### src/hw/rtl/quartic_root_bracket_newton_top_assert.svh
// Assertion macros for the quartic root finder
`ifndef QUARTIC_ROOT_BRACKET_NEWTON_TOP_ASSERT_SVH
`define QUARTIC_ROOT_BRACKET_NEWTON_TOP_ASSERT_SVH
`ifndef SYNTHESIS
`define QRB_ASSERT_IMPL(label, clk, rst_n, prop) \
  label: assert property (@(posedge clk) disable iff (!rst_n) prop) \
    else $error("assertion failed");
`define QRB_ASSERT_NEXT(label, clk, rst_n, a, b) \
  label: assert property (@(posedge clk) disable iff (!rst_n) (a) |=> (b)) \
    else $error("assertion failed");
`else
`define QRB_ASSERT_IMPL(label, clk, rst_n, prop)
`define QRB_ASSERT_NEXT(label, clk, rst_n, a, b)
`endif
`endif

### src/hw/rtl/qrbn_pkg.sv
`timescale 1ns / 1ps
package qrbn_pkg;
  localparam int MAX_POINTS_DEF = 512;
  localparam int MAX_ITER_DEF = 64;
  localparam int FRAC_BITS_DEF = 16;
  localparam int WW = 48;
  localparam int MAX_BRK = 4;

  localparam logic [1:0] ST_OK = 2'd0;
  localparam logic [1:0] ST_ITER = 2'd1;
  localparam logic [1:0] ST_ZDER = 2'd2;
  localparam logic [1:0] ST_TRUNC = 2'd3;

  // Datapath operation selects
  typedef enum logic [2:0] {
    OP_NONE,
    OP_LOAD,
    OP_EVAL_SCAN,
    OP_EVAL_NEWT,
    OP_DERIV,
    OP_DIV,
    OP_STEP
  } op_t;

  typedef enum logic [3:0] {
    S_IDLE,
    S_SCAN,
    S_SCAN_W,
    S_NSTART,
    S_NEVAL,
    S_NEVAL_W,
    S_NCHECK,
    S_DER_W,
    S_DIV_W,
    S_EMIT,
    S_NONE_EMIT
  } state_t;

  typedef struct packed {
    op_t        op;
    logic       next_point;
    logic       sel_brk;
  } cmd_t;

  typedef struct packed {
    logic       busy;
    logic       scan_done;
    logic       conv;
    logic       zero_der;
    logic       nb_zero;
  } stat_t;

  function automatic logic signed [WW-1:0] sat_w(input logic signed [WW+2:0] v);
    logic signed [WW+2:0] lim;
    lim = (WW+3)'(64'sd1 <<< 39);
    if (v > lim) sat_w = WW'(lim);
    else if (v < -lim) sat_w = WW'(-lim);
    else sat_w = WW'(v);
  endfunction

  function automatic logic signed [WW-1:0] qk(input int n, input int fb);
    longint t;
    t = ((longint'(n) <<< fb) + 50) / 100;
    qk = WW'(t);
  endfunction
endpackage

### src/hw/rtl/qrbn_datapath.sv
`timescale 1ns / 1ps
`include "quartic_root_bracket_newton_top_assert.svh"
module qrbn_datapath #(
  parameter int MAX_POINTS = qrbn_pkg::MAX_POINTS_DEF,
  parameter int MAX_ITER = qrbn_pkg::MAX_ITER_DEF,
  parameter int FRAC_BITS = qrbn_pkg::FRAC_BITS_DEF
) (
  input  logic                clk,
  input  logic                rst_n,
  input  qrbn_pkg::cmd_t      cmd,
  output qrbn_pkg::stat_t     stat,
  input  logic signed [23:0]  lo_i,
  input  logic signed [23:0]  hi_i,
  input  logic [22:0]         step_i,
  input  logic [22:0]         tol_i,
  output logic signed [23:0]  root_o,
  output logic [6:0]          iter_o,
  output logic [1:0]          num_o,
  output logic [1:0]          st_o,
  output logic                last_o
);
  localparam int WW = qrbn_pkg::WW;
  localparam int PW = $clog2(MAX_POINTS + 1);
  localparam int DB = 40 + FRAC_BITS;

  // Request registers
  logic signed [25:0] xp_r, xp_nxt;
  logic signed [23:0] hi_r, x_r, x_nxt;
  logic [22:0] step_r, tol_r;
  logic [PW-1:0] cnt_r, cnt_nxt;
  logic trunc_r, trunc_nxt, havep_r, havep_nxt, prevs_r, prevs_nxt;
  logic prevz_r, prevz_nxt;
  logic signed [23:0] brk_r [qrbn_pkg::MAX_BRK];
  logic [2:0] nb_r, nb_nxt;
  logic [1:0] k_r, k_nxt;
  logic [6:0] it_r, it_nxt;

  // Horner evaluator: one multiply a cycle
  logic [1:0] hstep_r, hstep_nxt;
  logic hbusy_r, hbusy_nxt, hder_r, hder_nxt, hscan_r, hscan_nxt;
  logic signed [WW-1:0] h_r, h_nxt, pv_r, pv_nxt, d_r, d_nxt;
  logic signed [23:0] hx_r, hx_nxt;
  logic signed [WW+24:0] prod;
  logic signed [WW+2:0] mq;
  logic signed [WW-1:0] mqs, addc;

  // Divider: restoring, one bit a cycle
  logic [DB-1:0] dq_r, dq_nxt;
  logic [41:0] drem_r, drem_nxt;
  logic [39:0] dden_r, dden_nxt;
  logic dneg_r, dneg_nxt, dbusy_r, dbusy_nxt;
  logic [6:0] dcnt_r, dcnt_nxt;
  logic [41:0] dtry;

  logic signed [WW-1:0] num_sat;
  logic signed [DB:0] xnew;
  logic signed [DB:0] qs;
  logic signed [WW-1:0] tol_s;
  logic psign, pzero, brk_hit;
  logic signed [PW+24:0] lim_chk;

  function automatic logic signed [WW-1:0] sat_in(input logic signed [WW-1:0] v);
    sat_in = qrbn_pkg::sat_w((WW+3)'(v));
  endfunction

  assign prod = h_r * hx_r;
  assign mq = (WW+3)'(prod >>> FRAC_BITS);
  assign mqs = qrbn_pkg::sat_w(mq);
  always_comb begin
    unique case ({hder_r, hstep_r})
      3'b000: addc = qrbn_pkg::qk(1491, FRAC_BITS);
      3'b001: addc = qrbn_pkg::qk(954, FRAC_BITS);
      3'b010: addc = -qrbn_pkg::qk(2592, FRAC_BITS);
      3'b100: addc = qrbn_pkg::qk(2982, FRAC_BITS);
      3'b101: addc = qrbn_pkg::qk(954, FRAC_BITS);
      default: addc = '0;
    endcase
  end

  always_comb begin
    num_sat = pv_r;
    if (pv_r > (WW'(64'sd1 <<< 38))) num_sat = WW'(64'sd1 <<< 38);
    if (pv_r < -(WW'(64'sd1 <<< 38))) num_sat = -(WW'(64'sd1 <<< 38));
    dtry = {drem_r[40:0], dq_r[DB-1]} - {2'b0, dden_r};
    qs = dneg_r ? -$signed({1'b0, dq_r}) : $signed({1'b0, dq_r});
    xnew = (DB+1)'(x_r) - qs;
    psign = h_nxt[WW-1];
    pzero = (h_nxt == '0);
    lim_chk = (PW+25)'(lo_i) +
              $signed({1'b0, PW'(MAX_POINTS)}) * $signed({1'b0, step_i});
  end

  always_comb begin
    xp_nxt = xp_r; x_nxt = x_r; cnt_nxt = cnt_r; trunc_nxt = trunc_r;
    havep_nxt = havep_r; prevs_nxt = prevs_r; prevz_nxt = prevz_r;
    nb_nxt = nb_r; k_nxt = k_r; it_nxt = it_r;
    hstep_nxt = hstep_r; hbusy_nxt = hbusy_r; hder_nxt = hder_r; hscan_nxt = hscan_r;
    h_nxt = h_r; hx_nxt = hx_r; pv_nxt = pv_r; d_nxt = d_r;
    dq_nxt = dq_r; drem_nxt = drem_r; dden_nxt = dden_r; dneg_nxt = dneg_r;
    dbusy_nxt = dbusy_r; dcnt_nxt = dcnt_r; brk_hit = 1'b0;
    unique case (cmd.op)
      qrbn_pkg::OP_LOAD: begin
        xp_nxt = 26'(lo_i); cnt_nxt = '0; nb_nxt = '0; havep_nxt = 1'b0;
        prevz_nxt = 1'b0; prevs_nxt = 1'b0; k_nxt = '0;
        trunc_nxt = (lim_chk <= (PW+25)'(hi_i));
      end
      qrbn_pkg::OP_EVAL_SCAN: begin
        hx_nxt = 24'(xp_r); h_nxt = sat_in(WW'(xp_r) - qrbn_pkg::qk(800, FRAC_BITS));
        hstep_nxt = '0; hbusy_nxt = 1'b1; hder_nxt = 1'b0; hscan_nxt = 1'b1;
      end
      qrbn_pkg::OP_EVAL_NEWT: begin
        if (cmd.sel_brk) begin
          x_nxt = brk_r[k_r]; it_nxt = '0;
          hx_nxt = brk_r[k_r];
          h_nxt = sat_in(WW'(brk_r[k_r]) - qrbn_pkg::qk(800, FRAC_BITS));
        end else begin
          hx_nxt = x_r; h_nxt = sat_in(WW'(x_r) - qrbn_pkg::qk(800, FRAC_BITS));
        end
        hstep_nxt = '0; hbusy_nxt = 1'b1; hder_nxt = 1'b0; hscan_nxt = 1'b0;
      end
      qrbn_pkg::OP_DERIV: begin
        hx_nxt = x_r;
        h_nxt = sat_in((WW'(x_r) <<< 2) - qrbn_pkg::qk(2400, FRAC_BITS));
        hstep_nxt = '0; hbusy_nxt = 1'b1; hder_nxt = 1'b1; hscan_nxt = 1'b0;
      end
      qrbn_pkg::OP_DIV: begin
        dneg_nxt = num_sat[WW-1] ^ d_r[WW-1];
        dq_nxt = DB'(num_sat[WW-1] ? -num_sat : num_sat) << FRAC_BITS;
        dden_nxt = 40'(d_r[WW-1] ? -d_r : d_r);
        drem_nxt = '0; dcnt_nxt = 7'(DB); dbusy_nxt = 1'b1;
      end
      qrbn_pkg::OP_STEP: begin
        if (xnew > (DB+1)'(24'sh7fffff)) x_nxt = 24'sh7fffff;
        else if (xnew < -(DB+1)'(25'sd8388608)) x_nxt = 24'sh800000;
        else x_nxt = 24'(xnew);
        it_nxt = it_r + 7'd1;
      end
      default: ;
    endcase
    if (cmd.next_point) k_nxt = k_r + 2'd1;
    // Run one Horner stage
    if (hbusy_r) begin
      h_nxt = qrbn_pkg::sat_w((WW+3)'(mqs) + (WW+3)'(addc));
      hstep_nxt = hstep_r + 2'd1;
      if ((hder_r && hstep_r == 2'd1) || (!hder_r && hstep_r == 2'd2)) begin
        hbusy_nxt = 1'b0;
        if (hder_r) d_nxt = h_nxt; else pv_nxt = h_nxt;
        if (hscan_r) begin
          if (havep_r && !prevz_r && !pzero && (prevs_r != psign) &&
              nb_r < 3'(qrbn_pkg::MAX_BRK)) brk_hit = 1'b1;
          if (brk_hit) nb_nxt = nb_r + 3'd1;
          havep_nxt = 1'b1; prevs_nxt = psign; prevz_nxt = pzero;
          xp_nxt = xp_r + 26'($signed({1'b0, step_r}));
          cnt_nxt = cnt_r + PW'(1);
        end
      end
    end
    // Run one divider bit
    if (dbusy_r) begin
      if (!dtry[41]) begin
        drem_nxt = dtry; dq_nxt = {dq_r[DB-2:0], 1'b1};
      end else begin
        drem_nxt = {drem_r[40:0], dq_r[DB-1]}; dq_nxt = {dq_r[DB-2:0], 1'b0};
      end
      dcnt_nxt = dcnt_r - 7'd1;
      if (dcnt_r == 7'd1) dbusy_nxt = 1'b0;
    end
  end

  always_ff @(posedge clk) begin
    if (!rst_n) begin
      hbusy_r <= 1'b0; dbusy_r <= 1'b0;
      nb_r <= '0; k_r <= '0; it_r <= '0;
    end else begin
      hbusy_r <= hbusy_nxt; dbusy_r <= dbusy_nxt;
      nb_r <= nb_nxt; k_r <= k_nxt; it_r <= it_nxt;
    end
  end

  always_ff @(posedge clk) begin
    if (cmd.op == qrbn_pkg::OP_LOAD) begin
      hi_r <= hi_i; step_r <= step_i; tol_r <= tol_i;
    end
    if (brk_hit) brk_r[nb_r[1:0]] <= 24'(xp_r);
    xp_r <= xp_nxt; x_r <= x_nxt; cnt_r <= cnt_nxt; trunc_r <= trunc_nxt;
    havep_r <= havep_nxt; prevs_r <= prevs_nxt; prevz_r <= prevz_nxt;
    hstep_r <= hstep_nxt; hder_r <= hder_nxt; hscan_r <= hscan_nxt;
    h_r <= h_nxt; hx_r <= hx_nxt; pv_r <= pv_nxt; d_r <= d_nxt;
    dq_r <= dq_nxt; drem_r <= drem_nxt; dden_r <= dden_nxt; dneg_r <= dneg_nxt;
    dcnt_r <= dcnt_nxt;
  end

  // Status toward the controller
  assign tol_s = WW'($signed({1'b0, tol_r}));
  always_comb begin
    stat.busy = hbusy_r | dbusy_r;
    stat.scan_done = (cnt_r == PW'(MAX_POINTS)) || (xp_r > 26'(hi_r));
    stat.conv = (pv_r <= tol_s) && (pv_r >= -tol_s);
    stat.zero_der = (d_r == '0);
    stat.nb_zero = (nb_r == '0);
  end

  assign root_o = stat.nb_zero ? '0 : x_r;
  assign iter_o = stat.nb_zero ? '0 : it_r;
  assign num_o = stat.nb_zero ? '0 : k_r;
  assign last_o = stat.nb_zero || (3'(k_r) + 3'd1 == nb_r);
  logic [1:0] nst;
  assign nst = (it_r >= 7'(MAX_ITER) && !stat.conv) ? qrbn_pkg::ST_ITER :
               (!stat.conv) ? qrbn_pkg::ST_ZDER : qrbn_pkg::ST_OK;
  assign st_o = stat.nb_zero ? (trunc_r ? qrbn_pkg::ST_TRUNC : qrbn_pkg::ST_OK) :
                ((nst == qrbn_pkg::ST_OK && trunc_r) ? qrbn_pkg::ST_TRUNC : nst);

  `QRB_ASSERT_IMPL(a_nb_max, clk, rst_n, nb_r <= 3'(qrbn_pkg::MAX_BRK))
  `QRB_ASSERT_IMPL(a_one_unit, clk, rst_n, !(hbusy_r && dbusy_r))
  `QRB_ASSERT_NEXT(a_iter_cap, clk, rst_n, 1'b1, it_r <= 7'(MAX_ITER))
endmodule

### src/hw/rtl/qrbn_ctrl.sv
`timescale 1ns / 1ps
`include "quartic_root_bracket_newton_top_assert.svh"
module qrbn_ctrl #(
  parameter int MAX_ITER = qrbn_pkg::MAX_ITER_DEF
) (
  input  logic            clk,
  input  logic            rst_n,
  input  logic            in_valid,
  output logic            in_stall,
  output logic            out_valid,
  input  logic            out_stall,
  input  logic            last_i,
  input  logic [6:0]      iter_i,
  input  qrbn_pkg::stat_t stat,
  output qrbn_pkg::cmd_t  cmd
);
  qrbn_pkg::state_t state_r, state_nxt;

  always_ff @(posedge clk) begin
    if (!rst_n) state_r <= qrbn_pkg::S_IDLE;
    else state_r <= state_nxt;
  end

  // Sequence scan, Newton loop and result hand-off
  always_comb begin
    state_nxt = state_r;
    cmd = '{op: qrbn_pkg::OP_NONE, next_point: 1'b0, sel_brk: 1'b0};
    in_stall = 1'b1;
    out_valid = 1'b0;
    unique case (state_r)
      qrbn_pkg::S_IDLE: begin
        in_stall = 1'b0;
        if (in_valid) begin
          cmd.op = qrbn_pkg::OP_LOAD;
          state_nxt = qrbn_pkg::S_SCAN;
        end
      end
      qrbn_pkg::S_SCAN: begin
        if (stat.scan_done) begin
          state_nxt = stat.nb_zero ? qrbn_pkg::S_NONE_EMIT : qrbn_pkg::S_NSTART;
        end else begin
          cmd.op = qrbn_pkg::OP_EVAL_SCAN; state_nxt = qrbn_pkg::S_SCAN_W;
        end
      end
      qrbn_pkg::S_SCAN_W: if (!stat.busy) state_nxt = qrbn_pkg::S_SCAN;
      qrbn_pkg::S_NSTART: begin
        cmd.op = qrbn_pkg::OP_EVAL_NEWT; cmd.sel_brk = 1'b1;
        state_nxt = qrbn_pkg::S_NEVAL_W;
      end
      // Evaluate p at the stepped x
      qrbn_pkg::S_NEVAL: begin
        cmd.op = qrbn_pkg::OP_EVAL_NEWT;
        state_nxt = qrbn_pkg::S_NEVAL_W;
      end
      qrbn_pkg::S_NEVAL_W: if (!stat.busy) state_nxt = qrbn_pkg::S_NCHECK;
      qrbn_pkg::S_NCHECK: begin
        if (stat.conv || iter_i >= 7'(MAX_ITER)) state_nxt = qrbn_pkg::S_EMIT;
        else begin
          cmd.op = qrbn_pkg::OP_DERIV; state_nxt = qrbn_pkg::S_DER_W;
        end
      end
      qrbn_pkg::S_DER_W: begin
        if (!stat.busy) begin
          if (stat.zero_der) state_nxt = qrbn_pkg::S_EMIT;
          else begin
            cmd.op = qrbn_pkg::OP_DIV; state_nxt = qrbn_pkg::S_DIV_W;
          end
        end
      end
      qrbn_pkg::S_DIV_W: begin
        if (!stat.busy) begin
          cmd.op = qrbn_pkg::OP_STEP; state_nxt = qrbn_pkg::S_NEVAL;
        end
      end
      qrbn_pkg::S_EMIT: begin
        out_valid = 1'b1;
        if (!out_stall) begin
          if (last_i) state_nxt = qrbn_pkg::S_IDLE;
          else begin
            cmd.next_point = 1'b1; state_nxt = qrbn_pkg::S_NSTART;
          end
        end
      end
      qrbn_pkg::S_NONE_EMIT: begin
        out_valid = 1'b1;
        if (!out_stall) state_nxt = qrbn_pkg::S_IDLE;
      end
      default: state_nxt = qrbn_pkg::S_IDLE;
    endcase
  end

  `QRB_ASSERT_NEXT(a_out_hold, clk, rst_n, out_valid && out_stall, out_valid)
  `QRB_ASSERT_IMPL(a_no_take_busy, clk, rst_n, !(out_valid && !in_stall))
  `QRB_ASSERT_NEXT(a_load_scan, clk, rst_n, in_valid && !in_stall,
                   state_r == qrbn_pkg::S_SCAN)
endmodule

### src/hw/rtl/quartic_root_bracket_newton_top.sv
`timescale 1ns / 1ps
// Quartic root finder: scans p(x) on a grid, brackets sign changes and
// refines each with Newton steps.
// Input channel: in_valid/in_stall with lower/upper limit, step, tolerance.
// Result channel: out_valid/out_stall, one item per root (up to four) or a
// single no-root item; out_last_result marks the final item of a request.
// Each scan point is issued, run through the three-stage Horner evaluator
// and handed back; p is then evaluated at each bracket start, and each
// Newton step is a check, p' on the Horner evaluator, a division on the
// one-bit-a-cycle divider and p at the new x. The run time of a request
// is data dependent.
// One request is in flight at a time; in_stall stays high until its last
// result is taken. Results hold while out_stall is high.
// Reset (synchronous, rst_n low) returns the controller to idle and drops
// any request in progress.
module quartic_root_bracket_newton_top #(
  parameter int MAX_POINTS = qrbn_pkg::MAX_POINTS_DEF,
  parameter int MAX_ITER = qrbn_pkg::MAX_ITER_DEF,
  parameter int FRAC_BITS = qrbn_pkg::FRAC_BITS_DEF
) (
  input  logic               clk,
  input  logic               rst_n,
  input  logic               in_valid,
  output logic               in_stall,
  input  logic signed [23:0] in_lower_limit,
  input  logic signed [23:0] in_upper_limit,
  input  logic [22:0]        in_grid_step,
  input  logic [22:0]        in_tolerance,
  output logic               out_valid,
  input  logic               out_stall,
  output logic signed [23:0] out_root_value,
  output logic [6:0]         out_iteration_count,
  output logic [1:0]         out_root_number,
  output logic               out_root_found,
  output logic [1:0]         out_status_code,
  output logic               out_last_result
);
  qrbn_pkg::cmd_t  cmd;
  qrbn_pkg::stat_t stat;

  qrbn_datapath #(.MAX_POINTS(MAX_POINTS), .MAX_ITER(MAX_ITER), .FRAC_BITS(FRAC_BITS))
  u_dp (
    .clk, .rst_n, .cmd, .stat,
    .lo_i(in_lower_limit), .hi_i(in_upper_limit),
    .step_i(in_grid_step), .tol_i(in_tolerance),
    .root_o(out_root_value), .iter_o(out_iteration_count),
    .num_o(out_root_number), .st_o(out_status_code), .last_o(out_last_result)
  );

  qrbn_ctrl #(.MAX_ITER(MAX_ITER)) u_ctrl (
    .clk, .rst_n, .in_valid, .in_stall, .out_valid, .out_stall,
    .last_i(out_last_result), .iter_i(out_iteration_count), .stat, .cmd
  );

  assign out_root_found = !stat.nb_zero;
endmodule

### config.mk
export PLATFORM = sky130hd
export DESIGN_NAME = quartic_root_bracket_newton_top
export DESIGN_NICKNAME = d
export VERILOG_FILES = /design/src/hw/rtl/qrbn_pkg.sv /design/src/hw/rtl/qrbn_datapath.sv /design/src/hw/rtl/qrbn_ctrl.sv /design/src/hw/rtl/quartic_root_bracket_newton_top.sv
export VERILOG_INCLUDE_DIRS = /design/src /design/src/hw/rtl
export SDC_FILE = /design/constraint.sdc
export NUM_CORES = 2
export LEC_CHECK = 0
export BUFFER_PORTS_ARGS = -buffer_cell sky130_fd_sc_hd__buf_2
export CORE_MARGIN = 2
export CORE_UTILIZATION = 60
export DETAILED_ROUTE_END_ITERATION = 8
export PLACE_DENSITY = 0.89
export SLEW_MARGIN = 5
export SYNTH_ARGS = -nofsm -noshare
export SYNTH_HDL_FRONTEND = slang
export SYNTH_HIERARCHICAL = 1
export SYNTH_SLANG_ARGS = --single-unit
### constraint.sdc
create_clock -name clk -period 14.3 [get_ports clk]
set_clock_uncertainty 0.15 [all_clocks]
set_input_delay 1.43 -clock clk [delete_from_list [all_inputs] [get_ports clk]]
set_output_delay 1.43 -clock clk [all_outputs]
set_load 0.02 [all_outputs]
==> out/results.ini <==
[layout]
area_growth_pct = 8.55
drive_gt1_frac = 0.0854
fin_nets = 10157
nFillCells = 9573
fin_cells = 10177

[logic_synthesis]
syn_avg_cell_area_um2 = 9.16
synth-edff-count = 460
ys_seq_area_frac = 0.208
synthesis.nets = 10083
yosys_warnings = 6
ys_ff_latch = 567
async_flop_share = 0
syn_area_mm2 = 0.0768
syn_inst = 8383
synthFlopType = edfxtp_1
synth_cell_type_count = 98

[clock_network]
ctsRootBufferMaster = clkbuf_16
clock_path_buffers = 3
clock_sinks = 567
path_clk_slew_ps = 70
cts_made_buffers = 68
clk_latency_ps = 690
htreeDepth = 3
holdBufCountCts = 0
tritoncts = done

[place]
portBuffers = 136
dp_cells = 10009
gp_congestion = 1.01
hpwlAfterDp_mm = 179

[global_routing]
grt_max_degree = 81
grt_overflow = 0
grt_pass1_wl_mm = 355
track_usage = 0.347
grt_pass1_vias = 65114
antenna_found_initial = 10

[drt]
wirelength_mm = 230
drc = 55
dr.pass1.iters = 9
final_antenna_net_count = 0
wire_per_inst_um = 22.6
drt-initial-drc-count = 8623
vias = 63914
drt-vias-per-instance = 6.28

[setup_path]
arrival_ps = 14430
path_delay_family = adder cells
path_class = register to register
critPathBufInv = 12
end_kind = register
cp_max_fo = 19
cp_slowest_cell = or4b_2
critPathLaunchType = register
cp_common_cell = fa_1
cp_slowest_stage_delay_ps = 660
crit_required_ps = 14540

[timing]
max_clock_freq_mhz = 70.5
slew_viol_final = 0
relSlewSlack = 0.0919
hold_viol = 0
setup_viol = 0
worstMarginPinSlew_ps = 1330
fin_crit_sh = 0.993
fin_crit_ps = 14190

[hold_path]
hold_class = register to register

[die]
start_util = 0.603
dieArea_mm2 = 0.131
rows = 131
coreArea_mm2 = 0.127
die_w_um = 362
fp.dieH_um = 362
boundaryPins = 137

[run]
maxCapViolCount = 0

[status]
violations = design-rule violations
status = complete, but fails checks

[sequential cells by signal, summed over array words and instances (netlist names), 23 cells and up, named ones only]
signal,count
u_dp/brk_r,96
u_dp/pv_r,48
u_dp/step_r,23
u_dp/hx_r,24
u_dp/hi_r,24
u_dp/x_r,24
u_dp/h_r,48
u_dp/dden_r,40
u_dp/d_r,48
u_dp/xp_r,26
u_dp/tol_r,23
u_dp/dq_r,56
u_dp/drem_r,41
[cell type report]
| cell class | instances | area (µm²) | share of cell area |
|---|---|---|---|
| clock buffers | 83 | 1760 | 0.0211 |
| flip-flops and latches | 567 | 16000 | 0.192 |
| clock inverters | 42 | 485 | 0.00583 |
| inverters | 1280 | 4810 | 0.0577 |
| multi-input cells | 6122 | 54900 | 0.659 |
| diodes | 3 | 7.51 | 0.0000901 |
| well taps | 1662 | 2080 | 0.0250 |
| repair buffers | 418 | 3330 | 0.0400 |
[cells in the mapped netlist, drive strengths merged, types with 32 or more instances]
cell type     n  area, µm²
a21o        140       1050
a21oi       335       1680
a22oi        32        240
a31oi        81        507
and2        425       2660
and3         41        257
clkbuf      384       1440
dfxtp       107       2140
edfxtp      460      13800
fa         1086      21700
ha          516       6460
inv        1279       4800
mux2i        32        320
nand2      1188       4470
nand2b       89        557
nand3       130        706
nand4        73        457
nor2        401       1510
nor2b       109        682
nor3         88        452
nor4         40        250
o211ai       40        325
o21a         44        330
o21ai       289       1450
o21bai       34        255
o31ai        69        518
or3          50        318
or4          32        251
xnor2       218       1920
xor2        167       1470
[placed cells by master (no fill, tap or decap), types with 213 or more instances in the layout]
master	netlist	layout
inv_1	1278	1276
fa_1	1086	1084
nand2_1	1187	1184
ha_1	516	512
edfxtp_1	460	460
xnor2_1	217	213
buf_4	2	229
and2_1	425	420
o21ai_0	287	282
nor2_1	401	396
a21oi_1	335	323
[routing by layer]
metal,up-vias,routed length [µm],track usage,share of wire
met5,-,155,0,0.00067
met4,12,12000,0.148,0.052
met3,918,32000,0.111,0.14
met2,4311,103000,0.541,0.45
met1,31114,83600,0.447,0.36
li1,27559,-,-,-
[cell families (layout without fill, tap and decap cells)]
group,Yosys count,count (layout),share of synthesized area
buffers and inverters,1694,1823,0.0836
AOI/OAI and AO/OA,1306,1306,0.111
DFF,567,567,0.208
other,0,3,0
xor gates and xnor gates,385,385,0.0441
and+or+nand+nor,2763,2763,0.174
muxes,66,66,0.0127
adders and majority gates,1602,1602,0.367
[tightest hold or removal path, cell delays in order, from the launching register on]
cell	delay [ps]
dfxtp_1	310
nand2_1	50
nand2_1	40
[path summary, 6_finish.rpt]
check                           slack [ps]  cells past startpoint          from                end
worst min register to register         300                      2  u_dp/havep_r       u_dp/havep_r
worst max register to register         110                     51  u_dp/h_r[13]  u_dp/brk_r[1][16]
worst min-delay path                   300                      2  u_dp/havep_r       u_dp/havep_r
worst max-delay path                   110                     51  u_dp/h_r[13]  u_dp/brk_r[1][16]
[metrics by stage]
stage | hold WS [ps] | TNS [ps] | setup slack (ps) | util | instance area (µm²)
2_1_floorplan | 266 | 0 | 150 | - | 76800
3_3_place_gp | 278 | -110780 | -796 | 0.629 | 80000
3_5_place_dp | 288 | -158810 | -1020 | 0.629 | 80000
4_1_cts | 297 | 0 | 2.20 | 0.649 | 82500
5_1_grt | 316 | -13270 | -168 | 0.655 | 83300
6_report | 303 | 0 | 107 | 0.655 | 83300
[what timing repair did]
action,in CTS,in global routing
pin swaps,2,28
gates cloned,0,8
setup buffers,14,18
setup endpoints to repair,217,218
resized for setup,28,123
Power is left out: the tool's default activity adds up to more than one toggle a clock period on the data nets, which glitch-free logic cannot reach.
